==> src/rtl/efe_pkg.sv <==
// ----------------------------------------------------------------------------
// efe_pkg - shared types and constants of the eased fade envelope
// Widths, command codes, state encodings and register indexes.
// ----------------------------------------------------------------------------
package efe_pkg;

  // timer width and derived widths
  localparam int TIME_BITS = 24;
  localparam int CFG_W     = 24;
  localparam int CMP_W     = (TIME_BITS > CFG_W) ? TIME_BITS : CFG_W;
  localparam int SUM_W     = ((TIME_BITS > 16) ? TIME_BITS : 16) + 1;
  localparam int DELTA_W   = 16;
  localparam int ACTION_W  = 3;
  localparam int WGT_W     = 17;
  localparam int EB_W      = 2;

  // serial divider: 16 quotient bits, one per cycle
  localparam int DIV_STEPS = 16;
  localparam int DCNT_W    = $clog2(DIV_STEPS);

  // command queue
  localparam int QDEPTH = 2;
  localparam int QPTR_W = (QDEPTH > 1) ? $clog2(QDEPTH) : 1;
  localparam int QCNT_W = $clog2(QDEPTH + 1);

  // APB
  localparam int APB_DW = 32;
  localparam int APB_AW = 4;

  typedef logic [TIME_BITS-1:0] time_t;
  typedef logic [CFG_W-1:0]     cfgv_t;
  typedef logic [CMP_W-1:0]     cmp_t;
  typedef logic [SUM_W-1:0]     sum_t;
  typedef logic [DELTA_W-1:0]   delta_t;
  typedef logic [ACTION_W-1:0]  action_t;
  typedef logic [WGT_W-1:0]     wgt_t;
  typedef logic [EB_W-1:0]      eb_t;
  typedef logic [31:0]          sq_t;
  typedef logic [2*WGT_W-1:0]   prod_t;

  localparam time_t TIME_MAX = {TIME_BITS{1'b1}};
  localparam wgt_t  FULL_W   = wgt_t'(65536);
  localparam wgt_t  HALF_W   = wgt_t'(32768);

  // raw action codes on the input channel
  localparam action_t ACT_TICK   = 3'd0;
  localparam action_t ACT_ON     = 3'd1;
  localparam action_t ACT_OFF    = 3'd2;
  localparam action_t ACT_PAUSE  = 3'd3;
  localparam action_t ACT_RESUME = 3'd4;

  // end behaviour codes
  localparam eb_t EB_BLEND = 2'd0;
  localparam eb_t EB_END   = 2'd1;

  // register indexes (byte address 4*i)
  localparam logic [1:0] REG_BLEND_IN  = 2'd0;
  localparam logic [1:0] REG_BLEND_OUT = 2'd1;
  localparam logic [1:0] REG_DURATION  = 2'd2;
  localparam logic [1:0] REG_END_BEH   = 2'd3;

  // decoded command
  typedef enum logic [2:0] {
    OP_NOP,
    OP_TICK,
    OP_ACTIVATE,
    OP_DEACTIVATE,
    OP_PAUSE,
    OP_RESUME
  } op_t;

  typedef struct packed {
    op_t    op;
    delta_t delta;
  } cmd_t;

  typedef struct packed {
    cfgv_t blend_in;
    cfgv_t blend_out;
    cfgv_t duration;
    eb_t   end_beh;
  } cfg_t;

  typedef enum logic [2:0] {
    S_IDLE,
    S_DIV,
    S_SQR,
    S_EASE,
    S_SCALE,
    S_DONE
  } bstate_t;

endpackage

==> src/rtl/efe_if.sv <==
// ----------------------------------------------------------------------------
// efe_if - item channels of the eased fade envelope
// Valid/ready channels for commands in and envelope results out.
// ----------------------------------------------------------------------------
interface efe_in_if;
  logic              valid;
  logic              ready;
  efe_pkg::action_t  action;
  efe_pkg::delta_t   delta_time;

  modport source (output valid, action, delta_time, input ready);
  modport sink   (input valid, action, delta_time, output ready);
endinterface

interface efe_out_if;
  logic          valid;
  logic          ready;
  efe_pkg::wgt_t weight;
  logic          is_active;
  logic          is_exiting;
  logic          is_paused;

  modport source (output valid, weight, is_active, is_exiting, is_paused, input ready);
  modport sink   (input valid, weight, is_active, is_exiting, is_paused, output ready);
endinterface

==> src/rtl/efe_front.sv <==
// ----------------------------------------------------------------------------
// efe_front - command intake
// Accepts items while the queue has room and decodes the action code.
// ----------------------------------------------------------------------------
module efe_front (
  efe_in_if.sink        in_ch,
  input  logic          q_full,
  output logic          q_push,
  output efe_pkg::cmd_t q_cmd
);

  assign in_ch.ready = !q_full;
  assign q_push      = in_ch.valid && !q_full;

  always_comb begin
    q_cmd.delta = in_ch.delta_time;
    unique case (in_ch.action)
      efe_pkg::ACT_TICK:   q_cmd.op = efe_pkg::OP_TICK;
      efe_pkg::ACT_ON:     q_cmd.op = efe_pkg::OP_ACTIVATE;
      efe_pkg::ACT_OFF:    q_cmd.op = efe_pkg::OP_DEACTIVATE;
      efe_pkg::ACT_PAUSE:  q_cmd.op = efe_pkg::OP_PAUSE;
      efe_pkg::ACT_RESUME: q_cmd.op = efe_pkg::OP_RESUME;
      default:             q_cmd.op = efe_pkg::OP_NOP; // unused codes
    endcase
  end

endmodule

==> src/rtl/efe_fifo.sv <==
// ----------------------------------------------------------------------------
// efe_fifo - command queue
// Small register FIFO between intake and execution.
// ----------------------------------------------------------------------------
module efe_fifo (
  input  logic          clk,
  input  logic          rst_n,
  input  logic          push,
  input  efe_pkg::cmd_t push_cmd,
  output logic          full,
  input  logic          pop,
  output logic          q_valid,
  output efe_pkg::cmd_t q_cmd
);

  efe_pkg::cmd_t                 mem_r [efe_pkg::QDEPTH];
  logic [efe_pkg::QPTR_W-1:0]    wr_ptr_r, wr_ptr_nxt;
  logic [efe_pkg::QPTR_W-1:0]    rd_ptr_r, rd_ptr_nxt;
  logic [efe_pkg::QCNT_W-1:0]    cnt_r, cnt_nxt;
  logic                          do_pop;

  assign full    = (cnt_r == efe_pkg::QCNT_W'(efe_pkg::QDEPTH));
  assign q_valid = (cnt_r != '0);
  assign q_cmd   = mem_r[rd_ptr_r];
  assign do_pop  = pop && q_valid;

  always_comb begin
    wr_ptr_nxt = wr_ptr_r;
    rd_ptr_nxt = rd_ptr_r;
    cnt_nxt    = cnt_r;
    if (push) begin
      wr_ptr_nxt = (wr_ptr_r == efe_pkg::QPTR_W'(efe_pkg::QDEPTH - 1)) ? '0 :
                   wr_ptr_r + 1'b1;
    end
    if (do_pop) begin
      rd_ptr_nxt = (rd_ptr_r == efe_pkg::QPTR_W'(efe_pkg::QDEPTH - 1)) ? '0 :
                   rd_ptr_r + 1'b1;
    end
    if (push && !do_pop) begin
      cnt_nxt = cnt_r + 1'b1;
    end else if (do_pop && !push) begin
      cnt_nxt = cnt_r - 1'b1;
    end
  end

  always_ff @(posedge clk) begin
    if (!rst_n) begin
      wr_ptr_r <= '0;
      rd_ptr_r <= '0;
      cnt_r    <= '0;
    end else begin
      wr_ptr_r <= wr_ptr_nxt;
      rd_ptr_r <= rd_ptr_nxt;
      cnt_r    <= cnt_nxt;
    end
  end

  always_ff @(posedge clk) begin
    if (push) begin
      mem_r[wr_ptr_r] <= push_cmd;
    end
  end

endmodule

==> src/rtl/efe_div.sv <==
// ----------------------------------------------------------------------------
// efe_div - serial ratio divider
// Restoring divide giving floor(num * 65536 / den), one bit per cycle.
// Valid only for num < den; the caller clamps otherwise.
// ----------------------------------------------------------------------------
module efe_div (
  input  logic          clk,
  input  logic          rst_n,
  input  logic          start,
  input  efe_pkg::cmp_t num,
  input  efe_pkg::cmp_t den,
  output logic          done,
  output logic [15:0]   quo
);

  efe_pkg::cmp_t              rem_r, rem_nxt;
  efe_pkg::cmp_t              den_r, den_nxt;
  logic [15:0]                quo_r, quo_nxt;
  logic [efe_pkg::DCNT_W-1:0] cnt_r, cnt_nxt;
  logic                       busy_r, busy_nxt;
  logic                       done_r, done_nxt;
  logic [efe_pkg::CMP_W:0]    rem2;
  logic [efe_pkg::CMP_W:0]    diff;

  assign done = done_r;
  assign quo  = quo_r;
  assign rem2 = {rem_r, 1'b0};
  assign diff = rem2 - {1'b0, den_r};

  always_comb begin
    rem_nxt  = rem_r;
    den_nxt  = den_r;
    quo_nxt  = quo_r;
    cnt_nxt  = cnt_r;
    busy_nxt = busy_r;
    done_nxt = 1'b0;
    if (start) begin
      rem_nxt  = num;
      den_nxt  = den;
      quo_nxt  = '0;
      cnt_nxt  = '0;
      busy_nxt = 1'b1;
    end else if (busy_r) begin
      if (rem2 >= {1'b0, den_r}) begin
        rem_nxt = diff[efe_pkg::CMP_W-1:0];
        quo_nxt = {quo_r[14:0], 1'b1};
      end else begin
        rem_nxt = rem2[efe_pkg::CMP_W-1:0];
        quo_nxt = {quo_r[14:0], 1'b0};
      end
      cnt_nxt = cnt_r + 1'b1;
      if (cnt_r == efe_pkg::DCNT_W'(efe_pkg::DIV_STEPS - 1)) begin
        busy_nxt = 1'b0;
        done_nxt = 1'b1;
      end
    end
  end

  always_ff @(posedge clk) begin
    if (!rst_n) begin
      busy_r <= 1'b0;
      done_r <= 1'b0;
      cnt_r  <= '0;
    end else begin
      busy_r <= busy_nxt;
      done_r <= done_nxt;
      cnt_r  <= cnt_nxt;
    end
  end

  always_ff @(posedge clk) begin
    rem_r <= rem_nxt;
    den_r <= den_nxt;
    quo_r <= quo_nxt;
  end

endmodule

==> src/rtl/efe_back.sv <==
// ----------------------------------------------------------------------------
// efe_back - envelope execution
// Holds the envelope state, runs ticks through divide, ease and scale
// steps and drives the result register.
// ----------------------------------------------------------------------------
module efe_back (
  input  logic          clk,
  input  logic          rst_n,
  input  efe_pkg::cfg_t cfg,
  input  logic          q_valid,
  input  efe_pkg::cmd_t q_cmd,
  output logic          q_pop,
  efe_out_if.source     out_ch
);

  efe_pkg::bstate_t state_r, state_nxt;

  efe_pkg::time_t elapsed_r, elapsed_nxt;
  efe_pkg::wgt_t  weight_r, weight_nxt;
  efe_pkg::wgt_t  fsw_r, fsw_nxt;
  logic           active_r, active_nxt;
  logic           exiting_r, exiting_nxt;
  logic           paused_r, paused_nxt;

  // datapath registers
  logic           ge_r, ge_nxt;
  efe_pkg::wgt_t  a_r, a_nxt;
  efe_pkg::sq_t   sq_r, sq_nxt;
  logic           hi_r, hi_nxt;
  efe_pkg::wgt_t  om_r, om_nxt;

  // result register
  logic           out_valid_r, out_valid_nxt;
  efe_pkg::wgt_t  out_weight_r;
  logic           out_active_r, out_exiting_r, out_paused_r;
  logic           load;

  // tick helpers
  efe_pkg::sum_t  t_sum;
  efe_pkg::time_t t_sat;
  efe_pkg::time_t t_new;
  logic           exit_new;
  logic           dur_hit;
  efe_pkg::cmp_t  span;
  efe_pkg::wgt_t  r_val;
  efe_pkg::wgt_t  e_val;
  efe_pkg::prod_t prod;

  logic           div_start;
  logic           div_done;
  logic [15:0]    div_quo;

  efe_div u_div (
    .clk   (clk),
    .rst_n (rst_n),
    .start (div_start),
    .num   (efe_pkg::cmp_t'(t_new)),
    .den   (span),
    .done  (div_done),
    .quo   (div_quo)
  );

  assign t_sum = efe_pkg::sum_t'(elapsed_r) + efe_pkg::sum_t'(q_cmd.delta);
  assign t_sat = (t_sum > efe_pkg::sum_t'(efe_pkg::TIME_MAX)) ? efe_pkg::TIME_MAX :
                 efe_pkg::time_t'(t_sum);
  assign dur_hit = (cfg.duration != '0) && !exiting_r &&
                   (efe_pkg::cmp_t'(t_sat) >= efe_pkg::cmp_t'(cfg.duration));
  assign t_new    = dur_hit ? '0 : t_sat;
  assign exit_new = exiting_r || dur_hit;
  assign span     = exit_new ? efe_pkg::cmp_t'(cfg.blend_out) :
                    efe_pkg::cmp_t'(cfg.blend_in);

  assign r_val = efe_pkg::FULL_W - a_r;
  assign e_val = hi_r ? efe_pkg::FULL_W - efe_pkg::wgt_t'(sq_r >> 15) :
                 efe_pkg::wgt_t'(sq_r >> 15);
  assign prod  = efe_pkg::prod_t'(fsw_r) * efe_pkg::prod_t'(om_r);

  assign load = (state_r == efe_pkg::S_DONE) && (!out_valid_r || out_ch.ready);

  always_comb begin
    state_nxt   = state_r;
    elapsed_nxt = elapsed_r;
    weight_nxt  = weight_r;
    fsw_nxt     = fsw_r;
    active_nxt  = active_r;
    exiting_nxt = exiting_r;
    paused_nxt  = paused_r;
    ge_nxt      = ge_r;
    a_nxt       = a_r;
    sq_nxt      = sq_r;
    hi_nxt      = hi_r;
    om_nxt      = om_r;
    q_pop       = 1'b0;
    div_start   = 1'b0;
    unique case (state_r)
      efe_pkg::S_IDLE: begin
        if (q_valid) begin
          q_pop     = 1'b1;
          state_nxt = efe_pkg::S_DONE;
          unique case (q_cmd.op)
            efe_pkg::OP_TICK: begin
              if (active_r && !paused_r) begin
                elapsed_nxt = t_new;
                exiting_nxt = exit_new;
                if (dur_hit) begin
                  fsw_nxt = weight_r;
                end
                ge_nxt = (efe_pkg::cmp_t'(t_new) >= span);
                if (exit_new) begin
                  if (cfg.blend_out == '0) begin
                    weight_nxt = '0;
                  end else begin
                    div_start = 1'b1;
                    state_nxt = efe_pkg::S_DIV;
                  end
                end else if ((cfg.blend_in != '0) &&
                             (efe_pkg::cmp_t'(t_new) < span)) begin
                  div_start = 1'b1;
                  state_nxt = efe_pkg::S_DIV;
                end else begin
                  weight_nxt = efe_pkg::FULL_W;
                end
              end
            end
            efe_pkg::OP_ACTIVATE: begin
              elapsed_nxt = '0;
              active_nxt  = 1'b1;
              exiting_nxt = 1'b0;
              paused_nxt  = 1'b0;
              fsw_nxt     = efe_pkg::FULL_W;
              weight_nxt  = '0;
            end
            efe_pkg::OP_DEACTIVATE: begin
              if (active_r && (cfg.end_beh == efe_pkg::EB_BLEND)) begin
                fsw_nxt     = weight_r;
                exiting_nxt = 1'b1;
                elapsed_nxt = '0;
              end else if (active_r && (cfg.end_beh == efe_pkg::EB_END)) begin
                active_nxt  = 1'b0;
                exiting_nxt = 1'b0;
                weight_nxt  = '0;
                fsw_nxt     = efe_pkg::FULL_W;
              end
            end
            efe_pkg::OP_PAUSE:  paused_nxt = 1'b1;
            efe_pkg::OP_RESUME: paused_nxt = 1'b0;
            default: ;
          endcase
        end
      end
      efe_pkg::S_DIV: begin
        if (div_done) begin
          a_nxt     = ge_r ? efe_pkg::FULL_W : efe_pkg::wgt_t'(div_quo);
          state_nxt = efe_pkg::S_SQR;
        end
      end
      efe_pkg::S_SQR: begin
        if (a_r < efe_pkg::HALF_W) begin
          sq_nxt = efe_pkg::sq_t'(a_r[14:0]) * efe_pkg::sq_t'(a_r[14:0]);
          hi_nxt = 1'b0;
        end else begin
          sq_nxt = efe_pkg::sq_t'(r_val[15:0]) * efe_pkg::sq_t'(r_val[15:0]);
          hi_nxt = 1'b1;
        end
        state_nxt = efe_pkg::S_EASE;
      end
      efe_pkg::S_EASE: begin
        if (exiting_r) begin
          om_nxt    = efe_pkg::FULL_W - e_val;
          state_nxt = efe_pkg::S_SCALE;
        end else begin
          weight_nxt = e_val;
          state_nxt  = efe_pkg::S_DONE;
        end
      end
      efe_pkg::S_SCALE: begin
        weight_nxt = prod[32:16];
        state_nxt  = efe_pkg::S_DONE;
      end
      efe_pkg::S_DONE: begin
        if (load) begin
          state_nxt = efe_pkg::S_IDLE;
        end
      end
      default: state_nxt = efe_pkg::S_IDLE;
    endcase
  end

  always_comb begin
    out_valid_nxt = out_valid_r;
    if (load) begin
      out_valid_nxt = 1'b1;
    end else if (out_ch.ready) begin
      out_valid_nxt = 1'b0;
    end
  end

  always_ff @(posedge clk) begin
    if (!rst_n) begin
      state_r     <= efe_pkg::S_IDLE;
      elapsed_r   <= '0;
      weight_r    <= '0;
      fsw_r       <= efe_pkg::FULL_W;
      active_r    <= 1'b0;
      exiting_r   <= 1'b0;
      paused_r    <= 1'b0;
      out_valid_r <= 1'b0;
    end else begin
      state_r     <= state_nxt;
      elapsed_r   <= elapsed_nxt;
      weight_r    <= weight_nxt;
      fsw_r       <= fsw_nxt;
      active_r    <= active_nxt;
      exiting_r   <= exiting_nxt;
      paused_r    <= paused_nxt;
      out_valid_r <= out_valid_nxt;
    end
  end

  always_ff @(posedge clk) begin
    ge_r <= ge_nxt;
    a_r  <= a_nxt;
    sq_r <= sq_nxt;
    hi_r <= hi_nxt;
    om_r <= om_nxt;
    if (load) begin
      out_weight_r  <= weight_r;
      out_active_r  <= active_r;
      out_exiting_r <= exiting_r;
      out_paused_r  <= paused_r;
    end
  end

  assign out_ch.valid      = out_valid_r;
  assign out_ch.weight     = out_weight_r;
  assign out_ch.is_active  = out_active_r;
  assign out_ch.is_exiting = out_exiting_r;
  assign out_ch.is_paused  = out_paused_r;

`ifndef ASSERT_OFF
  a_exit_needs_active: assert property (@(posedge clk) disable iff (!rst_n)
    exiting_r |-> active_r)
    else $error("exiting set while not active");

  a_weight_range: assert property (@(posedge clk) disable iff (!rst_n)
    weight_r <= efe_pkg::FULL_W)
    else $error("weight above full scale");

  a_result_from_done: assert property (@(posedge clk) disable iff (!rst_n)
    $rose(out_valid_r) |-> $past(state_r == efe_pkg::S_DONE))
    else $error("result loaded outside done state");
`endif

endmodule

==> src/rtl/eased_fade_envelope_unit.sv <==
// ----------------------------------------------------------------------------
// eased_fade_envelope_unit - ease-in-out fade envelope
// Blend weight envelope with quadratic ease-in-out, driven by tick,
// activate, deactivate, pause and resume items.
// ----------------------------------------------------------------------------
//
//   channel  | direction | payload                                   | flow
//   ---------+-----------+-------------------------------------------+-----------
//   in_ch    | in        | action[2:0], delta_time[15:0]             | valid/ready
//   out_ch   | out       | weight[16:0], is_active, is_exiting,      | valid/ready
//            |           | is_paused                                 |
//   cfg_*    | in        | APB write/read, 4 registers at 4*i        | pready = 1
//
// Steps: an eased tick runs issue, 16 divider steps, quotient capture,
//   square, ease, scale in blend-out only, and result; the divider
//   yields one quotient bit per cycle.
//   Every other item goes straight from issue to result.
// Reset: synchronous, active low; clears queue, state and result register.
// Stalls: the two-entry queue keeps taking items while the back end works
//   or a result waits on out_ch; in_ch.ready drops only when the queue is full.
//
module eased_fade_envelope_unit (
  input  logic                         clk,
  input  logic                         rst_n,
  efe_in_if.sink                       in_ch,
  efe_out_if.source                    out_ch,
  input  logic                         cfg_psel,
  input  logic                         cfg_penable,
  input  logic                         cfg_pwrite,
  input  logic [efe_pkg::APB_AW-1:0]   cfg_paddr,
  input  logic [efe_pkg::APB_DW-1:0]   cfg_pwdata,
  output logic [efe_pkg::APB_DW-1:0]   cfg_prdata,
  output logic                         cfg_pready
);

  // configuration registers
  efe_pkg::cfg_t cfg_r, cfg_nxt;
  logic          cfg_wr;
  logic [1:0]    cfg_idx;

  // queue handshake
  logic          q_full;
  logic          q_push;
  efe_pkg::cmd_t push_cmd;
  logic          q_pop;
  logic          q_valid;
  efe_pkg::cmd_t q_cmd;

  assign cfg_pready = 1'b1;
  assign cfg_wr     = cfg_psel && cfg_penable && cfg_pwrite;
  assign cfg_idx    = cfg_paddr[3:2];

  // register write decode; values are masked to the field width
  always_comb begin
    cfg_nxt = cfg_r;
    if (cfg_wr) begin
      unique case (cfg_idx)
        efe_pkg::REG_BLEND_IN:  cfg_nxt.blend_in  = cfg_pwdata[efe_pkg::CFG_W-1:0];
        efe_pkg::REG_BLEND_OUT: cfg_nxt.blend_out = cfg_pwdata[efe_pkg::CFG_W-1:0];
        efe_pkg::REG_DURATION:  cfg_nxt.duration  = cfg_pwdata[efe_pkg::CFG_W-1:0];
        efe_pkg::REG_END_BEH:   cfg_nxt.end_beh   = cfg_pwdata[efe_pkg::EB_W-1:0];
        default: ;
      endcase
    end
  end

  // readback
  always_comb begin
    unique case (cfg_idx)
      efe_pkg::REG_BLEND_IN:  cfg_prdata = efe_pkg::APB_DW'(cfg_r.blend_in);
      efe_pkg::REG_BLEND_OUT: cfg_prdata = efe_pkg::APB_DW'(cfg_r.blend_out);
      efe_pkg::REG_DURATION:  cfg_prdata = efe_pkg::APB_DW'(cfg_r.duration);
      efe_pkg::REG_END_BEH:   cfg_prdata = efe_pkg::APB_DW'(cfg_r.end_beh);
      default:                cfg_prdata = '0;
    endcase
  end

  always_ff @(posedge clk) begin
    if (!rst_n) begin
      cfg_r <= '0;
    end else begin
      cfg_r <= cfg_nxt;
    end
  end

  // front: intake and decode
  efe_front u_front (
    .in_ch  (in_ch),
    .q_full (q_full),
    .q_push (q_push),
    .q_cmd  (push_cmd)
  );

  // queue between front and back
  efe_fifo u_fifo (
    .clk      (clk),
    .rst_n    (rst_n),
    .push     (q_push),
    .push_cmd (push_cmd),
    .full     (q_full),
    .pop      (q_pop),
    .q_valid  (q_valid),
    .q_cmd    (q_cmd)
  );

  // back: envelope state, easing datapath and result register
  efe_back u_back (
    .clk     (clk),
    .rst_n   (rst_n),
    .cfg     (cfg_r),
    .q_valid (q_valid),
    .q_cmd   (q_cmd),
    .q_pop   (q_pop),
    .out_ch  (out_ch)
  );

endmodule

==> src/flat_wrapper.sv <==
// flat-port wrapper written by rule: the top's interface ports become plain ports
module eased_fade_envelope_unit_flat 
  (clk, rst_n, cfg_psel, cfg_penable, cfg_pwrite, cfg_paddr, cfg_pwdata, cfg_prdata, cfg_pready, in_ch_valid, in_ch_action, in_ch_delta_time, in_ch_ready, out_ch_valid, out_ch_weight, out_ch_is_active, out_ch_is_exiting, out_ch_is_paused, out_ch_ready);
  efe_in_if in_ch_i ();
  efe_out_if out_ch_i ();
  input  logic clk;
  input  logic rst_n;
  input  logic cfg_psel;
  input  logic cfg_penable;
  input  logic cfg_pwrite;
  input  logic [efe_pkg::APB_AW-1:0] cfg_paddr;
  input  logic [efe_pkg::APB_DW-1:0] cfg_pwdata;
  output logic [efe_pkg::APB_DW-1:0] cfg_prdata;
  output logic cfg_pready;
  input wire logic [$bits(in_ch_i.valid)-1:0] in_ch_valid;
  input wire logic [$bits(in_ch_i.action)-1:0] in_ch_action;
  input wire logic [$bits(in_ch_i.delta_time)-1:0] in_ch_delta_time;
  output wire logic [$bits(in_ch_i.ready)-1:0] in_ch_ready;
  output wire logic [$bits(out_ch_i.valid)-1:0] out_ch_valid;
  output wire logic [$bits(out_ch_i.weight)-1:0] out_ch_weight;
  output wire logic [$bits(out_ch_i.is_active)-1:0] out_ch_is_active;
  output wire logic [$bits(out_ch_i.is_exiting)-1:0] out_ch_is_exiting;
  output wire logic [$bits(out_ch_i.is_paused)-1:0] out_ch_is_paused;
  input wire logic [$bits(out_ch_i.ready)-1:0] out_ch_ready;
  assign in_ch_i.valid = in_ch_valid;
  assign in_ch_i.action = in_ch_action;
  assign in_ch_i.delta_time = in_ch_delta_time;
  assign in_ch_ready = in_ch_i.ready;
  assign out_ch_valid = out_ch_i.valid;
  assign out_ch_weight = out_ch_i.weight;
  assign out_ch_is_active = out_ch_i.is_active;
  assign out_ch_is_exiting = out_ch_i.is_exiting;
  assign out_ch_is_paused = out_ch_i.is_paused;
  assign out_ch_i.ready = out_ch_ready;
  eased_fade_envelope_unit u_core (.clk(clk), .rst_n(rst_n), .in_ch(in_ch_i), .out_ch(out_ch_i), .cfg_psel(cfg_psel), .cfg_penable(cfg_penable), .cfg_pwrite(cfg_pwrite), .cfg_paddr(cfg_paddr), .cfg_pwdata(cfg_pwdata), .cfg_prdata(cfg_prdata), .cfg_pready(cfg_pready));
endmodule
==> config.mk <==
export PLATFORM = sky130hd
export DESIGN_NAME = eased_fade_envelope_unit_flat
export DESIGN_NICKNAME = d
export VERILOG_FILES = /design/src/rtl/efe_pkg.sv /design/src/rtl/efe_if.sv /design/src/rtl/efe_front.sv /design/src/rtl/efe_fifo.sv /design/src/rtl/efe_div.sv /design/src/rtl/efe_back.sv /design/src/rtl/eased_fade_envelope_unit.sv /design/src/flat_wrapper.sv
export SDC_FILE = /design/constraint.sdc
export NUM_CORES = 2
export LEC_CHECK = 0
export ABC_AREA = 0
export BUFFER_PORTS_ARGS = -buffer_cell sky130_fd_sc_hd__buf_2
export CAP_MARGIN = 10
export CORE_ASPECT_RATIO = 0.5
export CORE_MARGIN = 1.5
export CORE_UTILIZATION = 35
export DETAILED_ROUTE_END_ITERATION = 12
export PLACE_DENSITY = 0.61
export SLEW_MARGIN = 20
export SYNTH_ARGS = -nofsm -noshare
export SYNTH_HDL_FRONTEND = slang
export SYNTH_SLANG_ARGS = --single-unit
==> constraint.sdc <==
create_clock -name clk -period 9.75 [get_ports clk]
set_input_delay 2.4375 -clock clk [delete_from_list [all_inputs] [get_ports clk]]
set_output_delay 2.4375 -clock clk [all_outputs]
set_load 0.005 [all_outputs]
Word-level counts from Yosys, hierarchy flattened
Memory sizes are Yosys's and may differ from the RTL's. A register that Yosys moved wholly into a read port is not among the register bits. Index checks and enable logic that the tools add are counted.

Bits in registers: 301. RAM bits: 38. Output and inout port bits: 55. Word-level logic and storage cells: 214. Memories kept: 1.

Memories: u_core.u_fifo.mem_r (words 2, bits a word 19, rd ports 1, clocked after memory_dff 1, write ports 1, RTL line efe_fifo.sv:16) `efe_pkg::cmd_t mem_r [efe_pkg::QDEPTH];`.

Add/subtract/negate cells: 10. Multiply operators: 3. $lt $le $gt $ge: 6. Equal/unequal tests: 36. Muxes and demuxes: 71. Bitwise operators: 2. Reductions and logical operators: 53.

Operator list (number): $mux 17 (14); $mux 24 (8); $pmux 17 s3 (3); $pmux 32 s4 (1); $pmux 24 s3 (1); $ge 24x24->1 (2); $reduce_bool 24->1 (2); $sub 17x17->17 const A (2); $mul 17x17->33 (1); $mul 16x16->32 (1); $mul 15x15->30 (1); $mux 30 (1); $mux 1 (28); $add 24x16->25 (1); $ge 25x24->1 (1); $gt 25x24->1 const B (1); $logic_not 24->1 (1); $lt 24x24->1 (1); $mux 3 (8); $sub 24x24->24 (1); $eq 3x2->1 const B (6); $pmux 3 s6 (1); $lt 17x16->1 const B (1); $sub 1x16->16 const A (1); other kinds (34) (93).

Longest topological paths before layout
Depth after elaboration: 16. Gate-level depth with buffers: 36. Depth with buffers taken out: 31.

By module
A second synthesis with hierarchy kept.

Cell total of the unflattened synthesis: 4266. Area total of the unflattened synthesis: 39324.0 um^2.

By module, submodules not included: efe_back (instances 1, cells an instance 3395, area an instance 30138.9 um^2, seq. area each 3493.4 um^2); efe_div (instances 1, cells an instance 407, area an instance 4087.7 um^2, seq. area each 1881.8 um^2); eased_fade_envelope_unit (instances 1, cells an instance 359, area an instance 3345.7 um^2, seq. area each 1481.4 um^2); efe_fifo (instances 1, cells an instance 81, area an instance 1587.8 um^2, seq. area each 1241.2 um^2); efe_front (instances 1, cells an instance 24, area an instance 163.9 um^2, seq. area each 0.0 um^2).

Worst setup path before layout
Ideal clock, no wire load.

Kind: register -> register. Start: reg with a tool-made name. End: reg u_core.u_back.u_div.den_r[0], enable pin. Library setup time: 398 ps. Arrival time: 7821 ps. Path slack: 1531 ps. Cell stages (with the launch flop): 35. Buffers on the path: 7. Clock period less this slack: 8219 ps. Cells stage by stage: dfxtp_1 -> buf_1 -> clkbuf_1 -> mux2_2 -> ha_1 -> inv_1 -> fa_1 -> nor2b_1 -> o31ai_1 -> a211o_1 -> nand3_1 -> a221oi_2 -> or2_1 -> buf_2 -> buf_2 -> nand2_1 -> ha_1 -> a211oi_1 -> o21ai_1 -> o221ai_1 -> a311oi_1 -> nor3_1 -> buf_2 -> buf_1 -> mux2i_1 -> ha_1 -> a211oi_1 -> o21ai_0 -> o211ai_1 -> and3_1 -> nand3_1 -> mux2i_1 -> nand2_1 -> inv_1 -> clkbuf_1.

RTL lines: to (signal assigned) (RTL line efe_div.sv:73) `den_r <= den_nxt;`; to (decl) (RTL line efe_div.sv:17) `efe_pkg::cmp_t den_r, den_nxt;`.

==> flow_metrics.py <==
metrics = {
    "final_layout": {
        "nets": 5136,
        "drive_gt1_share_pct": 6.70,
        "fin_cells": 5644,
        "synthToLayoutAreaGrowth_pct": 8.31,
        "post-route-util_pct": 38.5,
    },
    "logic_synthesis": {
        "synthFlopType": "dfxtp_1",
        "ys_warn_count": 0,
        "async_reset_ff_share_pct": 0,
        "synth_cell_type_count": 93,
        "avgSynthCellArea_um2": 9.28,
        "synth_enable_flop_cells": 159,
        "ys_seq_elements": 325,
        "syn_inst": 4160,
        "yosysSeqAreaShare_pct": 21.0,
        "synth_area_um2": 38600,
    },
    "worst_setup_path": {
        "critPathLaunchType": "register",
        "worstSetupPathType": "register to register",
        "cp.arrival_ns": 9.15,
        "r2r_end": "u_core.u_back.u_div.rem_r[15]",
        "path_max_fanout": 24,
        "regToRegSetupSlack_ns": 0.80,
        "end_kind": "register",
        "required_ns": 9.95,
        "crit_top_cell": "buf_4",
        "worstSetupEndpoint": "u_core.u_back.u_div.rem_r[15]",
        "cp_slowest_stage_delay_ns": 0.71,
        "crit_slowest_cell": "mux2i_1",
        "r2r.worst_path.cells": 31,
    },
    "cts": {
        "cts_tree": "done",
        "cts_hold_buffers": 0,
        "cts.sinks": 325,
        "cts.path.max_buffers": 3,
        "cts_setup_buffers": 0,
        "clk_latency_ns": 0.57,
        "h-tree-depth": 2,
        "cts_resized": 0,
        "root_buffer": "clkbuf_16",
        "cts_buffers": 36,
        "path_clk_slew_ns": 0.06,
    },
    "worst_hold_path": {
        "hp-class": "register to register",
    },
    "power": {
        "p_switching_uw": 1310,
        "internal-power_uw": 2680,
        "switching_share_pct": 32.9,
        "pwr-share-seq_pct": 40.7,
        "irDropWorstVdd_uv": 126,
        "power_density_nw_per_um2": 95.5,
        "p_clk_share_pct": 33.3,
        "total_leakage_power_uw": 0.0193,
        "combPwrFrac_pct": 26.0,
    },
    "place": {
        "dp_hpwl_um": 78500,
        "pre_cts_ws_ns": 1.04,
        "portBuffers": 97,
        "dp_cells": 5575,
        "place.gp.congestion": 0.886,
    },
    "detailed_routing": {
        "drc_errors": 0,
        "wl_per_cell_um": 17.7,
        "detail_route.vias_per_cell": 5.09,
        "drt_first_pass_iters": 6,
        "drt_first_iter_violations": 2283,
        "num_vias": 28700,
        "drt-total-wl_um": 100000,
        "drtAntennaViolNets": 0,
    },
    "grt": {
        "antenna_found_initial": 8,
        "grt_pass1_vias": 29600,
        "gr-total-overflow": 0,
        "grt_max_degree": 89,
        "grt.total_usage_pct": 17.8,
        "grt_first_pass_wirelength_um": 160000,
    },
    "timing": {
        "hold_ws_ns": 0.462,
        "finalSetupViolations": 0,
        "skew_ns": 0.0454,
        "slew-limit-headroom_pct": 25.1,
        "max_freq_mhz": 112,
        "period_minus_slack_ns": 8.95,
        "layout_setup_ws_ns": 0.804,
        "worstMarginPinSlew_ns": 1.12,
        "fin_crit_sh_pct": 91.8,
        "setup-tns-final_ns": 0,
        "slew_viol_final": 0,
        "rsz0062_at_grt": "no",
        "hold_violations": 0,
    },
    "floorplan": {
        "core.rowCount": 85,
        "die_y_um": 238,
        "core_region_area_um2": 108000,
        "initial_core_util_pct": 35.6,
        "die_w_um": 473,
        "die-area_um2": 112000,
        "ios": 117,
    },
    "flow_run": {
        "max_cap_viol_count": 0,
    },
    "status": {
        "status": "finished clean",
    },
}
## worst max-delay path, delay by kind of cell (launching register included)
kind / cells / cell delay (ns)
compound gates: 11 / 2.61
fa+ha+maj: 3 / 1.08
buf+inv: 5 / 1.41
flops: 1 / 0.47
mux: 2 / 1.09
simple gates: 10 / 1.92
## stage by stage
stage               power [µW]  instance area (µm²)
detailed placement        2670                40600
floorplan                 2310                38600
finish                    3990                41800
global route              4190                41800
global placement          2650                40600
CTS                       4000                41800
## cell usage after synthesis, drive strengths merged, types with 27 or more instances
master,n,area [µm²]
o21ai,130,654
mux2i,108,1080
inv,669,2510
nand2,602,2260
xor2,65,577
mux2,27,304
dfxtp,166,3320
edfxtp,159,4770
nor3,32,160
and2,162,1010
buf,29,184
clkbuf,161,604
nor2b,43,269
nand3,66,335
a21oi,131,656
a21boi,96,721
nor2,207,777
xnor2,72,631
ha,373,4670
fa,523,10500
## power by group through the flow
stage | Clock [µW] | Sequential (µW) | Combinational, µW
3_3_place_gp | 0 | 1650 | 996
3_5_place_dp | 0 | 1650 | 1010
5_1_grt | 1420 | 1630 | 1140
6_report | 1330 | 1620 | 1040
2_1_floorplan | 0 | 1600 | 705
4_1_cts | 1360 | 1620 | 1020
## worst min path at each step
stage                                    start                         endpoint  slack, ns  depth (start not counted)
finish              u_core.u_back.elapsed_r[6]       u_core.u_back.elapsed_r[6]       0.46                          2
global route        u_core.u_back.weight_r[14]  u_core.u_back.out_ch.weight[14]       0.49                          0
CTS                 u_core.u_back.elapsed_r[6]       u_core.u_back.elapsed_r[6]       0.47                          2
detailed placement  u_core.u_back.elapsed_r[6]       u_core.u_back.elapsed_r[6]       0.46                          2
global placement    u_core.u_back.elapsed_r[6]       u_core.u_back.elapsed_r[6]       0.45                          2
floorplan           u_core.u_back.weight_r[12]  u_core.u_back.out_ch.weight[12]       0.42                          0
## cells by family (layout without fill, tap and decap cells)
group	Yosys count	in the layout	share of synthesized area, %
AOI/OAI and AO/OA	541	541	9.25
DFF	325	325	21.0
buffers and inverters	865	904	8.61
adders and majority gates	896	896	39.2
other	2	12	0.0195
xor gates and xnor gates	137	137	3.13
and+or+nand+nor	1257	1257	15.1
muxes	137	137	3.71
## placed cells by master (no fill, tap or decap), drive strengths merged, types with 8 or more instances in the layout
cell / instances
a211oi: 18
a21boi: 96
a21o: 26
a21oi: 131
and2: 162
and3: 19
buf: 163
clkbuf: 52
clkinv: 15
conb: 9
dfxtp: 166
edfxtp: 159
fa: 523
ha: 373
inv: 673
mux2: 27
mux2i: 108
nand2: 602
nand2b: 22
nand3: 66
nand4: 23
nor2: 207
nor2b: 43
nor3: 32
nor3b: 8
nor4: 25
o211a: 9
o211ai: 16
o21a: 18
o21ai: 130
o21bai: 8
o221ai: 11
o31ai: 15
or2: 8
or3: 18
xnor2: 72
xor2: 65
## per-layer routing
metal  global-route usage (%)  share of wire, %  wire, µm  up-vias
met3                     3.20               6.7      6740      115
met4                     4.00               1.9      1880        6
met2                     29.1                46     46300      815
met5                        0             0.034        34        -
met1                     24.6                45     45000    14300
li1                         -                 -         -    13400
## sequential cells by signal, indices dropped and copies added, names as in the netlist, 2 cells and up, named ones only
| signal | count |
|---|---|
| u_core.u_back.fsw_r | 17 |
| u_core.cfg_r | 74 |
| u_core.u_fifo.mem_r | 38 |
| u_core.u_back.u_div.cnt_r | 4 |
| u_core.u_back.u_div.rem_r | 24 |
| u_core.u_back.sq_r | 17 |
| u_core.u_back.state_r | 3 |
| u_core.u_back.u_div.den_r | 24 |
| u_core.u_back.a_r | 17 |
| u_core.u_back.elapsed_r | 24 |
| u_core.u_back.out_ch.weight | 17 |
| u_core.u_fifo.cnt_r | 2 |
| u_core.u_back.om_r | 17 |
| u_core.u_back.u_div.quo | 16 |
| u_core.u_back.weight_r | 17 |
## final cells by class
type,count,area [µm²]
multi-input combinational,2977,27200
sequential,325,8100
timing repair buffer,163,983
antenna,3,7.51
fill,10700,66700
inverter,675,2530
tap,1435,1800
clock buffer,52,1030
clock inverter,14,110
Power figures use the tool's default switching activity.
